`config.mk`:
```
export PLATFORM = sky130hd
export DESIGN_NAME = tap_tempo_beat_clock_core
export DESIGN_NICKNAME = d
export VERILOG_FILES = /design/src/rtl/core/ttbc_pkg.sv /design/src/rtl/core/ttbc_dp.sv /design/src/rtl/core/ttbc_ctrl.sv /design/src/rtl/core/tap_tempo_beat_clock_core.sv
export SDC_FILE = /design/constraint.sdc
export NUM_CORES = 1
export LEC_CHECK = 0
export ABC_AREA = 1
export BUFFER_PORTS_ARGS = -buffer_cell sky130_fd_sc_hd__buf_2
export CAP_MARGIN = 20
export CORE_MARGIN = 2
export CORE_UTILIZATION = 52
export CTS_CLUSTER_DIAMETER = 60
export CTS_CLUSTER_SIZE = 10
export DETAILED_ROUTE_END_ITERATION = 8
export PLACE_DENSITY = 0.79
export SYNTH_ARGS = -nofsm -noshare
export SYNTH_HDL_FRONTEND = slang
export SYNTH_SLANG_ARGS = --single-unit
```
`constraint.sdc`:
```
create_clock -name clock -period 5.6 [get_ports clock]
set_input_delay 1.12 -clock clock [delete_from_list [all_inputs] [get_ports clock]]
set_output_delay 1.12 -clock clock [all_outputs]
set_load 0.03 [all_outputs]
```
`src/rtl/core/ttbc_pkg.sv`:
```
// -----------------------------------------------------------------------------
// Tap tempo beat clock package
// Widths, codes, payload types and controller/datapath interface structs.
// -----------------------------------------------------------------------------
package ttbc_pkg;

   localparam int TIME_WIDTH    = 32;
   localparam int COUNT_WIDTH   = 16;
   localparam int CFG_WIDTH     = 16;
   localparam int DIV_CNT_WIDTH = $clog2(TIME_WIDTH);

   localparam logic [CFG_WIDTH-1:0] INITIAL_BEAT_RESET = CFG_WIDTH'(500);
   localparam logic [CFG_WIDTH-1:0] FRAME_RESET        = CFG_WIDTH'(50);
   localparam logic [CFG_WIDTH-1:0] LATCH_RESET        = CFG_WIDTH'(2000);
   localparam logic [CFG_WIDTH-1:0] HOLD_RESET_RESET   = CFG_WIDTH'(750);
   localparam logic [CFG_WIDTH-1:0] DEBOUNCE_RESET     = CFG_WIDTH'(200);

   typedef enum logic [1:0] {
      KIND_TICK    = 2'd0,
      KIND_PRESS   = 2'd1,
      KIND_RELEASE = 2'd2,
      KIND_NOP     = 2'd3
   } kind_type;

   typedef enum logic [2:0] {
      EV_NONE          = 3'd0,
      EV_BEAT          = 3'd1,
      EV_FRAME         = 3'd2,
      EV_IDLE          = 3'd3,
      EV_SERIES_RESTART = 3'd4,
      EV_TEMPO_UPDATE  = 3'd5,
      EV_TAP_IGNORED   = 3'd6,
      EV_HOLD_RESET    = 3'd7
   } event_type;

   typedef enum logic [2:0] {
      CSR_INITIAL_BEAT  = 3'd0,
      CSR_FRAME         = 3'd1,
      CSR_LATCH_TIMEOUT = 3'd2,
      CSR_HOLD_RESET    = 3'd3,
      CSR_DEBOUNCE      = 3'd4
   } csr_index_type;

   typedef enum logic [2:0] {
      ST_IDLE,
      ST_EVAL,
      ST_APPLY,
      ST_DIVIDE,
      ST_FINISH,
      ST_RESPOND
   } state_type;

   typedef struct packed {
      kind_type         kind;
      logic [31:0]      now_ms;
   } req_type;

   typedef struct packed {
      event_type        event_res;
      logic [31:0]      beat_length_ms;
      logic             blink;
   } rsp_type;

   // Controller to datapath
   typedef struct packed {
      logic             capture;
      logic             eval;
      logic             tick_beat;
      logic             tick_frame;
      logic             restart;
      logic             add_point;
      logic             release_reset;
      logic             div_step;
      logic             set_quotient;
      logic             load_rsp;
      event_type        event_code;
   } cmd_type;

   // Datapath to controller
   typedef struct packed {
      kind_type         kind;
      logic             beat_hit;
      logic             frame_hit;
      logic             latch_hit;
      logic             bounce_hit;
      logic             hold_hit;
      logic             div_last;
      logic             quo_zero;
   } status_type;

endpackage

```
`src/rtl/core/ttbc_dp.sv`:
```
// -----------------------------------------------------------------------------
// Tap tempo datapath
// Configuration and tempo state registers, time comparators, restoring
// divider for the series average and the result register.
// -----------------------------------------------------------------------------
module ttbc_dp (
   input  logic                   clock,
   input  logic                   reset,
   input  ttbc_pkg::req_type      req_data,
   input  logic                   csr_valid,
   input  logic                   csr_ready,
   input  logic [2:0]             csr_index,
   input  logic [15:0]            csr_wdata,
   input  ttbc_pkg::cmd_type      cmd,
   output ttbc_pkg::status_type   status,
   output ttbc_pkg::rsp_type      rsp_data
);

   localparam int TW = ttbc_pkg::TIME_WIDTH;
   localparam int CW = ttbc_pkg::COUNT_WIDTH;
   localparam int FW = ttbc_pkg::CFG_WIDTH;
   localparam int NW = ttbc_pkg::DIV_CNT_WIDTH;

   // configuration
   logic [FW-1:0] initial_beat_ff, frame_ff, latch_ff, hold_ff, debounce_ff;

   // tempo state
   logic [TW-1:0] beat_length_ff, beat_length_in;
   logic [TW-1:0] next_beat_ff, next_beat_in;
   logic [TW-1:0] next_frame_ff, next_frame_in;
   logic [TW-1:0] last_press_ff, last_press_in;
   logic [TW-1:0] series_start_ff, series_start_in;
   logic [TW-1:0] series_end_ff, series_end_in;
   logic [CW-1:0] tap_count_ff, tap_count_in;
   logic          blink_ff, blink_in;

   // working registers
   ttbc_pkg::kind_type kind_ff;
   logic [TW-1:0] now_ff;
   logic [TW-1:0] sum_a_ff, sum_b_ff;
   logic          beat_hit_ff, frame_hit_ff, latch_hit_ff, bounce_hit_ff, hold_hit_ff;
   logic [CW-1:0] divisor_ff;
   logic [CW-1:0] rem_ff, rem_in;
   logic [TW-1:0] quo_ff, quo_in;
   logic [NW-1:0] div_cnt_ff, div_cnt_in;
   ttbc_pkg::rsp_type rsp_ff;

   logic [TW-1:0] beat_diff, frame_diff, press_gap, bounce_gap, catch_diff;
   logic [TW-1:0] frame_next, initial_ext;
   logic          late;
   logic [CW-1:0] count_sat;
   logic [CW:0]   trial;
   logic          trial_ge;

   assign initial_ext = TW'(initial_beat_ff);
   assign beat_diff   = now_ff - next_beat_ff;
   assign frame_diff  = now_ff - next_frame_ff;
   assign press_gap   = now_ff - last_press_ff;
   assign bounce_gap  = now_ff - series_end_ff;
   assign frame_next  = now_ff + TW'(frame_ff);

   // catch up when the advanced beat is already due or no more than half a beat away
   assign catch_diff = sum_a_ff - now_ff;
   assign late       = catch_diff[TW-1] || (catch_diff <= (beat_length_ff >> 1));

   assign count_sat = (tap_count_ff == {CW{1'b1}}) ? tap_count_ff : tap_count_ff + CW'(1);

   assign trial    = {rem_ff, quo_ff[TW-1]};
   assign trial_ge = trial >= {1'b0, divisor_ff};

   always_comb begin
      beat_length_in  = beat_length_ff;
      next_beat_in    = next_beat_ff;
      next_frame_in   = next_frame_ff;
      last_press_in   = last_press_ff;
      series_start_in = series_start_ff;
      series_end_in   = series_end_ff;
      tap_count_in    = tap_count_ff;
      blink_in        = blink_ff;
      if (cmd.tick_beat) begin
         next_beat_in  = late ? sum_b_ff : sum_a_ff;
         next_frame_in = frame_next;
         blink_in      = ~blink_ff;
      end
      if (cmd.tick_frame) begin
         next_frame_in = frame_next;
      end
      if (cmd.restart) begin
         series_start_in = now_ff;
         series_end_in   = now_ff;
         tap_count_in    = '0;
         beat_length_in  = initial_ext;
         last_press_in   = now_ff;
      end
      if (cmd.add_point) begin
         series_end_in = now_ff;
         tap_count_in  = count_sat;
      end
      if (cmd.release_reset) begin
         last_press_in  = '0;
         beat_length_in = initial_ext;
      end
      if (cmd.set_quotient) begin
         beat_length_in = quo_ff;
         last_press_in  = now_ff;
      end
   end

   always_comb begin
      rem_in     = rem_ff;
      quo_in     = quo_ff;
      div_cnt_in = div_cnt_ff;
      if (cmd.add_point) begin
         rem_in     = '0;
         quo_in     = now_ff - series_start_ff;
         div_cnt_in = NW'(TW - 1);
      end else if (cmd.div_step) begin
         rem_in     = trial_ge ? CW'(trial - {1'b0, divisor_ff}) : trial[CW-1:0];
         quo_in     = {quo_ff[TW-2:0], trial_ge};
         div_cnt_in = div_cnt_ff - NW'(1);
      end
   end

   always_ff @(posedge clock) begin
      if (reset) begin
         initial_beat_ff <= ttbc_pkg::INITIAL_BEAT_RESET;
         frame_ff        <= ttbc_pkg::FRAME_RESET;
         latch_ff        <= ttbc_pkg::LATCH_RESET;
         hold_ff         <= ttbc_pkg::HOLD_RESET_RESET;
         debounce_ff     <= ttbc_pkg::DEBOUNCE_RESET;
         beat_length_ff  <= TW'(ttbc_pkg::INITIAL_BEAT_RESET);
         next_beat_ff    <= '0;
         next_frame_ff   <= '0;
         last_press_ff   <= '0;
         series_start_ff <= '0;
         series_end_ff   <= '0;
         tap_count_ff    <= '0;
         blink_ff        <= 1'b0;
      end else begin
         if (csr_valid && csr_ready) begin
            case (csr_index)
               ttbc_pkg::CSR_INITIAL_BEAT:  initial_beat_ff <= csr_wdata;
               ttbc_pkg::CSR_FRAME:         frame_ff        <= csr_wdata;
               ttbc_pkg::CSR_LATCH_TIMEOUT: latch_ff        <= csr_wdata;
               ttbc_pkg::CSR_HOLD_RESET:    hold_ff         <= csr_wdata;
               ttbc_pkg::CSR_DEBOUNCE:      debounce_ff     <= csr_wdata;
               default: ;
            endcase
         end
         beat_length_ff  <= beat_length_in;
         next_beat_ff    <= next_beat_in;
         next_frame_ff   <= next_frame_in;
         last_press_ff   <= last_press_in;
         series_start_ff <= series_start_in;
         series_end_ff   <= series_end_in;
         tap_count_ff    <= tap_count_in;
         blink_ff        <= blink_in;
      end
   end

   always_ff @(posedge clock) begin
      if (cmd.capture) begin
         kind_ff <= req_data.kind;
         now_ff  <= TW'(req_data.now_ms);
      end
      if (cmd.eval) begin
         beat_hit_ff   <= ~beat_diff[TW-1];
         frame_hit_ff  <= ~frame_diff[TW-1];
         latch_hit_ff  <= press_gap > TW'(latch_ff);
         bounce_hit_ff <= bounce_gap < TW'(debounce_ff);
         hold_hit_ff   <= press_gap > TW'(hold_ff);
         sum_a_ff      <= next_beat_ff + beat_length_ff;
         sum_b_ff      <= now_ff + beat_length_ff;
      end
      if (cmd.add_point) begin
         divisor_ff <= count_sat;
      end
      rem_ff     <= rem_in;
      quo_ff     <= quo_in;
      div_cnt_ff <= div_cnt_in;
      if (cmd.load_rsp) begin
         rsp_ff.event_res      <= cmd.event_code;
         rsp_ff.beat_length_ms <= 32'(beat_length_ff);
         rsp_ff.blink          <= blink_ff;
      end
   end

   assign status.kind       = kind_ff;
   assign status.beat_hit   = beat_hit_ff;
   assign status.frame_hit  = frame_hit_ff;
   assign status.latch_hit  = latch_hit_ff;
   assign status.bounce_hit = bounce_hit_ff;
   assign status.hold_hit   = hold_hit_ff;
   assign status.div_last   = (div_cnt_ff == '0);
   assign status.quo_zero   = (quo_ff == '0);

   assign rsp_data = rsp_ff;

endmodule

```
`src/rtl/core/ttbc_ctrl.sv`:
```
// -----------------------------------------------------------------------------
// Tap tempo controller
// Sequences one request through evaluate, apply, optional divide and finish, then
// respond, and owns the handshake flags and the pending event code.
// -----------------------------------------------------------------------------
module ttbc_ctrl (
   input  logic                   clock,
   input  logic                   reset,
   input  logic                   req_valid,
   output logic                   req_stall,
   output logic                   rsp_valid,
   input  logic                   rsp_stall,
   input  ttbc_pkg::status_type   status,
   output ttbc_pkg::cmd_type      cmd
);

   ttbc_pkg::state_type state_ff, state_in;
   ttbc_pkg::event_type event_ff, event_in;
   logic                rsp_valid_ff, rsp_valid_in;

   always_ff @(posedge clock) begin
      if (reset) begin
         state_ff     <= ttbc_pkg::ST_IDLE;
         event_ff     <= ttbc_pkg::EV_NONE;
         rsp_valid_ff <= 1'b0;
      end else begin
         state_ff     <= state_in;
         event_ff     <= event_in;
         rsp_valid_ff <= rsp_valid_in;
      end
   end

   always_comb begin
      state_in       = state_ff;
      event_in       = event_ff;
      cmd            = '0;
      cmd.event_code = event_ff;
      // drop the result once taken
      rsp_valid_in   = rsp_valid_ff && rsp_stall;
      case (state_ff)
         ttbc_pkg::ST_IDLE: begin
            if (req_valid) begin
               cmd.capture = 1'b1;
               state_in    = ttbc_pkg::ST_EVAL;
            end
         end
         ttbc_pkg::ST_EVAL: begin
            cmd.eval = 1'b1;
            state_in = ttbc_pkg::ST_APPLY;
         end
         ttbc_pkg::ST_APPLY: begin
            state_in = ttbc_pkg::ST_RESPOND;
            case (status.kind)
               ttbc_pkg::KIND_TICK: begin
                  if (status.beat_hit) begin
                     cmd.tick_beat = 1'b1;
                     event_in      = ttbc_pkg::EV_BEAT;
                  end else if (status.frame_hit) begin
                     cmd.tick_frame = 1'b1;
                     event_in       = ttbc_pkg::EV_FRAME;
                  end else begin
                     event_in = ttbc_pkg::EV_IDLE;
                  end
               end
               ttbc_pkg::KIND_PRESS: begin
                  if (status.latch_hit) begin
                     cmd.restart = 1'b1;
                     event_in    = ttbc_pkg::EV_SERIES_RESTART;
                  end else if (status.bounce_hit) begin
                     event_in = ttbc_pkg::EV_TAP_IGNORED;
                  end else begin
                     cmd.add_point = 1'b1;
                     state_in      = ttbc_pkg::ST_DIVIDE;
                  end
               end
               ttbc_pkg::KIND_RELEASE: begin
                  if (status.hold_hit) begin
                     cmd.release_reset = 1'b1;
                     event_in          = ttbc_pkg::EV_HOLD_RESET;
                  end else begin
                     event_in = ttbc_pkg::EV_NONE;
                  end
               end
               default: begin
                  event_in = ttbc_pkg::EV_NONE;
               end
            endcase
         end
         ttbc_pkg::ST_DIVIDE: begin
            cmd.div_step = 1'b1;
            if (status.div_last) begin
               state_in = ttbc_pkg::ST_FINISH;
            end
         end
         ttbc_pkg::ST_FINISH: begin
            state_in = ttbc_pkg::ST_RESPOND;
            if (status.quo_zero) begin
               event_in = ttbc_pkg::EV_TAP_IGNORED;
            end else begin
               cmd.set_quotient = 1'b1;
               event_in         = ttbc_pkg::EV_TEMPO_UPDATE;
            end
         end
         ttbc_pkg::ST_RESPOND: begin
            // hold until the result register is free
            if (!rsp_valid_ff || !rsp_stall) begin
               cmd.load_rsp = 1'b1;
               rsp_valid_in = 1'b1;
               state_in     = ttbc_pkg::ST_IDLE;
            end
         end
         default: begin
            state_in = ttbc_pkg::ST_IDLE;
         end
      endcase
   end

   assign req_stall = (state_ff != ttbc_pkg::ST_IDLE);
   assign rsp_valid = rsp_valid_ff;

endmodule

```
`src/rtl/core/tap_tempo_beat_clock_core.sv`:
```
// -----------------------------------------------------------------------------
// Tap tempo beat clock core
// Channel   Direction  Handshake              Payload
// req       in         req_valid / req_stall  ttbc_pkg::req_type (kind, now_ms)
// rsp       out        rsp_valid / rsp_stall  ttbc_pkg::rsp_type (event, beat, blink)
// csr       in         csr_valid / csr_ready  csr_index, csr_wdata
//
// A tick, release or no-op goes through evaluate, apply and respond before the next
// request is taken; a press that extends the series also goes through divide and
// finish, the one-bit-per-cycle divider (32 steps) averaging the span over the tap count.
// One request is in flight at a time; a stalled result does not block the next
// accept, but that request then waits in the respond state.
// Reset is synchronous and restores register defaults; csr_ready is always high.
// -----------------------------------------------------------------------------
module tap_tempo_beat_clock_core (
   input  logic                clock,
   input  logic                reset,
   input  logic                req_valid,
   output logic                req_stall,
   input  ttbc_pkg::req_type   req_data,
   output logic                rsp_valid,
   input  logic                rsp_stall,
   output ttbc_pkg::rsp_type   rsp_data,
   input  logic                csr_valid,
   output logic                csr_ready,
   input  logic [2:0]          csr_index,
   input  logic [15:0]         csr_wdata
);

   ttbc_pkg::cmd_type    cmd;
   ttbc_pkg::status_type status;

   assign csr_ready = 1'b1;

   ttbc_ctrl u_ctrl (
      .clock     (clock),
      .reset     (reset),
      .req_valid (req_valid),
      .req_stall (req_stall),
      .rsp_valid (rsp_valid),
      .rsp_stall (rsp_stall),
      .status    (status),
      .cmd       (cmd)
   );

   ttbc_dp u_dp (
      .clock     (clock),
      .reset     (reset),
      .req_data  (req_data),
      .csr_valid (csr_valid),
      .csr_ready (csr_ready),
      .csr_index (csr_index),
      .csr_wdata (csr_wdata),
      .cmd       (cmd),
      .status    (status),
      .rsp_data  (rsp_data)
   );

endmodule

```
* Yosys cells after proc, flatten, opt, wreduce, memory -nomap -nowiden
Cells that the tools add are included.
Operators by class: bitwise operators 3, mux-type cells 52, reduce and logical (&&, ||, !) cells 23, $lt $le $gt $ge 5, $add $sub $neg 12, eq/ne operators 16
Operators by type and width (count):
- two-way mux 32 bit | 12
- subtractor 32 bit | 6
- adder 32 bit | 2
- > comparator 32 x 16 -> 1 bit | 2
- two-way mux 16 bit | 4
- adder 32 x 16 -> 32 bit | 1
- less-or-equal comparator 32 x 31 -> 1 bit | 1
- logical NOT 32 bit | 1
- < comparator 32 x 16 -> 1 bit | 1
- two-way mux 3 bit | 9
- two-way mux 1 bit | 19
- case mux 3 bit (6 select lines) | 1
- >= comparator 17 x 16 -> 1 bit | 1
- adder 16 x 1 -> 16 bit (second input constant) | 1
- == test 16 bit (second input constant) | 1
- subtractor 16 bit | 1
- == test 3 x 2 -> 1 bit (second input constant) | 4
- AND reduction 2 bit | 6
- == test 3 bit (second input constant) | 3
- case mux 3 bit (3 select lines) | 1
- two-way mux 2 bit | 4
- nonzero test 2 bit | 4
- == test 3 x 1 -> 1 bit (second input constant) | 2
- logical NOT 3 bit | 2
- 16 further kinds | 22
Word-level totals: logic and storage cells 143, flip-flop bits (word level) 504, input bits 58, output and inout bits 39

* Longest topological paths before layout
Gate-level depths: netlist of the first run.
depth in word-level cells 7, depth in mapped cells 30

* Modules after synthesis
A second synthesis of the first run with hierarchy kept.
Unflattened totals: cells, all modules 4569, area, all modules 34112.7 um^2
Modules (own cells, without submodules):
- ttbc_dp | cells each 4480, instances 1, seq. area each 11821.3 um^2, area an instance 33563.4 um^2
- ttbc_ctrl | cells each 87, instances 1, seq. area each 140.1 um^2, area an instance 538.0 um^2
- tap_tempo_beat_clock_core | cells each 2, instances 1, seq. area each 0.0 um^2, area an instance 11.3 um^2

* Worst setup path after synthesis of the first run
No wires, ideal clock.
path type reg-to-reg, start point register u_ctrl.state_ff[0], end point register u_dp.beat_hit_ff (enable), clock period less this slack 5727 ps, path buffers 0, required time 5016 ps, arrival time 5143 ps, slack -127 ps, cell stages (with the launch flop) 3, path through dfxtp_1 > inv_1 > nor3_1
Between the ends: cells in the longest elaborated chain, start to end 2
RTL lines:
- start: declaration | RTL line ttbc_ctrl.sv:17 | ttbc_pkg::state_type state_ff, state_in;
- start signal: assignment | RTL line ttbc_ctrl.sv:23 | state_ff <= ttbc_pkg::ST_IDLE;
- start signal: assignment | RTL line ttbc_ctrl.sv:27 | state_ff <= state_in;
- == test 3 x 1 -> 1 bit | RTL line ttbc_ctrl.sv:40 | case (state_ff)
- two-way mux 1 bit | RTL line ttbc_ctrl.sv:40
- end signal: assignment | RTL line ttbc_dp.sv:167 | beat_hit_ff <= ~beat_diff[TW-1];
- end: declaration | RTL line ttbc_dp.sv:41 | logic beat_hit_ff, frame_hit_ff, latch_hit_ff, bounce_hit_ff, hold_hit_ff;
No other way between the ends. A chain may end at the register's enable or synchronous reset.

* Final worst setup path of the first run
start point register u_dp.now_ff[0], end point register u_dp.next_beat_ff[31]
Between the ends: cells in the longest elaborated chain, start to end 4
RTL lines:
- start: declaration | RTL line ttbc_dp.sv:39 | logic [TW-1:0] now_ff;
- start signal: assignment | RTL line ttbc_dp.sv:164 | now_ff <= TW'(req_data.now_ms);
- subtractor 32 bit * | RTL line ttbc_dp.sv:63 | assign catch_diff = sum_a_ff - now_ff;
- less-or-equal comparator 32 x 31 -> 1 bit | RTL line ttbc_dp.sv:64 | assign late = catch_diff[TW-1] || (catch_diff <= (beat_length_ff >> 1));
- logical OR 1 bit * | RTL line ttbc_dp.sv:64
- two-way mux 32 bit * | RTL line ttbc_dp.sv:81 | next_beat_in = late ? sum_b_ff : sum_a_ff;
- end signal: assignment | RTL line ttbc_dp.sv:151 | next_beat_ff <= next_beat_in;
- end: declaration | RTL line ttbc_dp.sv:29 | logic [TW-1:0] next_beat_ff, next_beat_in;
Every way passes the cells marked *; elsewhere a longest branch is shown, timed or not.

==> qor.yml, run 1 <==
global_routing:
  grt_overflow_total: 0
  grt_max_degree: 94
  grt_pass1_wl_um: 163000
  antenna_found_initial: 7
  grt_pass1_vias: 29300
  grt_usage_pct: 31.5
finish:
  fin_nets: 4941
  syn_to_final_growth_pct: 10.3
  nFillCells: 5912
  final_common_cell: "nand2_1"
  drive_above_1_share_pct: 6.13
  finalNonFillerCells: 5423
  fin_util_pct: 57.8
  final_cell_mix: "nand2_1 (785), inv_1 (691), a21oi_1 (508)"
yosys:
  yosys.area.top_type_share_pct: 18.9
  syn_avg_cell_area_um2: 7.62
  syn_nets: 4842
  synth_edf_count: 187
  synth_top_area_cell: "dfxtp_1"
  synthArstFlopShare_pct: 0
  synth.distinct_cells: 62
  synth-main-ff-cell: "dfxtp_1"
  yosys_warnings: 0
  syn_area_um2: 33600
  ys_ff_latch: 504
  yosys-top-cells-area: "dfxtp_1 (19%), edfxtp_1 (17%), ha_1 (13%)"
  synth_seq_area_share_pct: 35.6
  syn-instance-count: 4418
setup_path:
  critPathRequiredTime_ns: 6.16
  arrival_ns: 5.73
  slowest_stage: "nand3_4"
  worstPathCellList: "ha_1, fa_1, o21ai_1, a21oi_1, o21ai_1, a21boi_1, o21ai_2, a21boi_0, xnor2_1, ha_1, nand4_1, nor3_1, nand2_1, nand2_1, nand2_1, nand2_1, nand2_1, nand2_1, nand2_1, nand2_1, nand3_4, nand2_1, nand3_1, a21oi_1"
  cp.buffers_inverters: 0
  crit_family: "simple AND/OR/NAND/NOR gates"
  crit_path_start_kind: "flip-flop"
  critPathCaptureType: "flip-flop"
  cpPeakStageDelay_ns: 0.53
  crit_top_cell: "nand2_1"
  path_class: "flip-flop to flip-flop"
  cp_max_fo: 32
placed_design:
  dp_cells: 5308
  dp_hpwl_um: 80200
  gp_congestion: 0.988
  io_buffers: 95
die:
  die_h_um: 258
  core_um2: 64200
  initial_core_util_pct: 52.4
  rows: 93
  chipWidth_um: 258
  die_area_um2: 66800
  pin_count: 97
routing:
  drtAntennaViolNets: 0
  vias_per_cell: 5.76
  wirelength_um: 107000
  dr.pass1.iters: 6
  drc: 0
  vias: 31200
  routedWlPerCell_um: 19.8
  dr.first_iter.drc_count: 3276
timing:
  min_period_ns: 5.16
  rsz0062_at_grt: "no"
  setup_viol: 0
  fmax_mhz: 194
  hold_viol_final: 0
  max_slew_margin_pct: 29.7
  clock-skew-final_ns: 0.0212
  tightest_slew_ns: 1.05
  finalSetupTns_ns: 0
  whs_ns: 0.459
  fin_crit_sh_pct: 92.2
  slew_violations: 0
power_and_ir_drop:
  p_sw_mw: 8.81
  clockPowerShare_pct: 20.0
  comb_power_share_pct: 52.6
  internal-power_mw: 10.3
  switching_share_pct: 46.2
  vdd_drop_max_v: 0.000298
  power.leakage_nw: 16.4
  powerDensity_nw_per_um2: 514
  pwr-share-seq_pct: 27.4
clocking:
  root_buffer: "clkbuf_16"
  cts_hold_buf: 0
  clock_path_buffers: 3
  post_cts_resized: 0
  cts.sink_count: 504
  cts_tree: "built"
  worstSkewPairLatency_ns: 0.66
  cts_buffers: 60
  cts_setup_buffers: 0
  clk_pin_slew_ns: 0.06
  htreeDepth: 2
flow_run:
  drv_cap: 0
run_status:
  status: "finished, final reports clean"
worst_hold_path:
  hold_path_class: "flip-flop to flip-flop"
==> final timing paths <==
kind                               to  cells after the start  slack, ns                startpoint
max             u_dp.next_beat_ff[31]                     24       0.44            u_dp.now_ff[0]
min          u_dp.series_start_ff[20]                      2       0.46  u_dp.series_start_ff[20]
max reg2reg     u_dp.next_beat_ff[31]                     24       0.44            u_dp.now_ff[0]
min reg2reg  u_dp.series_start_ff[20]                      2       0.46  u_dp.series_start_ff[20]
==> layout make-up <==
type | instances | area [um2] | area share, %
Clock buffer | 101 | 1730 | 4.65
Tap cell | 855 | 1070 | 2.88
Timing Repair Buffer | 147 | 908 | 2.45
Clock inverter | 8 | 161 | 0.435
Antenna cell | 4 | 10.0 | 0.0270
Inverter | 699 | 2630 | 7.08
Multi-Input combinational cell | 3105 | 18600 | 50.2
Sequential cell | 504 | 12000 | 32.2
==> per-layer routing <==
layer	vias up	global-route usage, %	wire (um)	share of wire, %
li1	15100	-	-	-
met1	14500	42.3	44400	41
met2	1346	50.1	47100	44
met3	278	6.38	11400	11
met4	4	11.8	4410	4.1
met5	-	0	23	0.021
==> sequential cells by signal (all words and copies together) (netlist names), 32 cells and up <==
signal,cells
u_dp.next_frame_ff,32
u_dp.rsp_data,36
u_dp.next_beat_ff,32
u_dp.beat_length_ff,32
u_dp.now_ff,32
u_dp.last_press_ff,32
u_dp.sum_a_ff,32
u_dp.quo_ff,32
u_dp.series_start_ff,32
u_dp.sum_b_ff,32
u_dp.series_end_ff,32
==> Yosys cell counts, types with 13 or more instances <==
master and instances:
o21ai_1 30, o21bai_1 15, o21a_1 16, o211ai_1 24
a221oi_1 39, o221ai_1 13, nand4_1 87, dfxtp_1 317
nand2_1 785, a31oi_1 40, a21oi_1 508, xor2_1 119
ha_1 358, inv_1 691, o21ai_0 313, nor2_1 329
nand3_1 148, clkbuf_1 91, edfxtp_1 187, a21o_1 19
nor3_1 59, nor4_1 14, xnor2_1 76
==> worst min-delay path, stage by stage, from the launching register on <==
cell	delay, ns
dfxtp_1	0.29
inv_1	0.06
a21oi_1	0.06
==> logic make-up after synthesis <==
logic type                 after synthesis  synth area share (%)
other                                    1                0.0111
adders and majority gates              366                  13.8
xor gates and xnor gates               195                  5.08
and+or+nand+nor                       1451                  18.0
DFF                                    504                  35.6
buffers and inverters                  809                  9.21
AOI/OAI and AO/OA                     1092                  18.3
==> metrics by stage <==
stage	power (mW)	setup slack, ns	cell area (um2)
2_1_floorplan	12.2	1.41	33600
3_3_place_gp	14.8	0.680	35200
3_5_place_dp	15.0	0.566	35200
4_1_cts	18.8	0.513	37000
5_1_grt	20.4	0.0131	37100
6_report	19.1	0.436	37100
==> power groups by stage <==
stage | registers [mW] | logic, mW | clock network (mW)
finish | 5.22 | 10.0 | 3.82
global route | 5.25 | 11.2 | 3.98
CTS | 5.18 | 9.82 | 3.84
detailed placement | 5.25 | 9.75 | 0
global placement | 5.23 | 9.59 | 0
floorplan | 5.14 | 7.05 | 0
Power figures use the tool's default switching activity.
==> run 2: changes to the inputs <==
- CORE_MARGIN: 2 -> 5
==> qor.yml, run 2 (same netlist as run 1, synthesis figures left out) <==
flow_run:
  drv_cap: 0  # unchanged
routing:
  vias: 31100  # -0.32%
  dr.pass1.iters: 6  # unchanged
  drtAntennaViolNets: 0  # unchanged
  vias_per_cell: 5.75  # -0.23%
  dr.first_iter.drc_count: 3520  # +7.4%
  wirelength_um: 107000  # -0.39%
  drc: 0  # unchanged
  routedWlPerCell_um: 19.7  # -0.30%
power_and_ir_drop:
  comb_power_share_pct: 52.5  # about the same
  internal-power_mw: 10.3  # +0.55%
  design_power_total_mw: 19.1  # +0.20%
  p_sw_mw: 8.79  # -0.20%
  switching_share_pct: 46.0  # -0.19 points
  power.leakage_nw: 16.4  # +0.16%
  clockPowerShare_pct: 20.1  # about the same
  powerDensity_nw_per_um2: 515  # +0.15%
  vdd_drop_max_v: 0.000315  # +6.0%
  pwr-share-seq_pct: 27.4  # about the same
clocking:
  cts_buffers: 61  # +1.7%
  cts_setup_buffers: 0  # unchanged
  htreeDepth: 2  # unchanged
  clk_pin_slew_ns: 0.06  # about the same
  post_cts_resized: 0  # unchanged
  cts.sink_count: 504  # unchanged
  clock_path_buffers: 3  # unchanged
  cts_hold_buf: 0  # unchanged
  root_buffer: "clkbuf_16"
  cts_tree: "built"
  worstSkewPairLatency_ns: 0.66  # about the same
finish:
  seq_area_um2: 12000  # unchanged
  final_cell_mix: "nand2_1 (785), inv_1 (691), a21oi_1 (508)"
  final_common_cell: "nand2_1"
  syn_to_final_growth_pct: 10.4  # about the same
  drive_above_1_share_pct: 6.20  # +0.068 points
  largest_reg_flops: 36  # unchanged
  fin_nets: 4941  # unchanged
  nFillCells: 5944  # +0.54%
  multi_input_area_um2: 18600  # unchanged
  fin_util_pct: 57.8  # about the same
setup_path:
  cpPeakStageDelay_ns: 0.39  # -0.14 ns
  arrival_ns: 5.51  # -0.22 ns
  critPathCaptureType: "flip-flop"
  crit_path_start_kind: "flip-flop"
  slowest_stage: "edfxtp_1"
  critPathRequiredTime_ns: 6.17  # about the same
  path_class: "flip-flop to flip-flop"
  worst-r2r-setup-slack_ns: 0.66  # +0.22 ns
  crit_top_cell: "nand2_1"
  cp_max_fo: 32  # unchanged
timing:
  slew_violations: 0  # unchanged
  fmax_mhz: 202  # +4.5%
  max_slew_margin_pct: 30.5  # +0.75 points
  hold_viol_final: 0  # unchanged
  finalSetupTns_ns: 0  # unchanged
  setup_viol: 0  # unchanged
  fin_crit_sh_pct: 88.2  # -4.0 points
  rsz0062_at_grt: "no"
  whs_ns: 0.459  # +0.000328 ns
  tightest_slew_ns: 1.04  # -0.0112 ns
  clock-skew-final_ns: 0.0367  # +0.0156 ns
  min_period_ns: 4.94  # -0.223 ns
placed_design:
  gp_congestion: 0.984  # -0.40%
  dp_hpwl_um: 79800  # -0.47%
  io_buffers: 95  # unchanged
die:
  die_h_um: 264  # +2.3%
  rows: 93  # unchanged
  initial_core_util_pct: 52.4  # unchanged
  chipWidth_um: 264  # +2.3%
  die_area_um2: 69900  # +4.7%
  pin_count: 97  # unchanged
  core_um2: 64200  # unchanged
global_routing:
  grt_pass1_vias: 29300  # +0.038%
  grt_pass1_wl_um: 163000  # +0.16%
  grt_max_degree: 109  # +16%
  grt_usage_pct: 29.3  # -2.1 points
  grt_overflow_total: 0  # unchanged
  antenna_found_initial: 7  # unchanged
run_status:
  status: "finished, final reports clean"
worst_hold_path:
  hold_path_class: "flip-flop to flip-flop"
run 2: worst max-delay path, delay by kind of cell (launching register included):
| family | cells | cell delay, ns |
|---|---|---|
| buf+inv | 2 | 0.54 |
| xor+xnor | 1 | 0.16 |
| flops | 1 | 0.39 |
| simple gates | 17 | 1.86 |
| compound gates | 7 | 1.28 |
| fa+ha+maj | 2 | 0.60 |
run 2: per-layer routing:
metal	GRT usage, %	wire [um]	up-vias
li1	-	-	15100
met1	39.6	44500	14400
met2	45.4	46300	1357
met3	7.22	11300	276
met4	11.9	4750	4
met5	0	15	-
run 2: final timing paths:
kind                    startpoint                     to  cells after the start
setup / recovery    u_dp.now_ff[1]  u_dp.next_beat_ff[31]                     29
hold / removal    u_dp.latch_ff[2]       u_dp.latch_ff[2]                      2
setup reg to reg    u_dp.now_ff[1]  u_dp.next_beat_ff[31]                     29
hold reg to reg   u_dp.latch_ff[2]       u_dp.latch_ff[2]                      2
run 2: metrics by stage:
step	cells	area (um2)	setup slack [ns]
2_1_floorplan	4418	33600	1.41
3_3_place_gp	5307	35200	0.992
3_5_place_dp	5308	35200	0.797
4_1_cts	5416	37100	0.796
5_1_grt	5417	37100	0.215
6_report	5418	37100	0.660
run 2: power by group through the flow:
stage	Combinational (mW)	Clock (mW)	Sequential [mW]
after floorplan	7.05	0	5.14
after global placement	9.59	0	5.25
after detailed placement	9.76	0	5.26
after CTS	9.84	3.87	5.19
after global routing	11.2	4.04	5.26
final	10.0	3.84	5.23
run 2: area by class of cell:
cell class / count / area share (%)
Tap cell: 855 / 2.88
Timing Repair Buffer: 146 / 2.43
Clock inverter: 9 / 0.347
Clock buffer: 99 / 4.83
Sequential cell: 504 / 32.2
Inverter: 699 / 7.07
Antenna cell: 1 / 0.00674
Multi-Input combinational cell: 3105 / 50.2
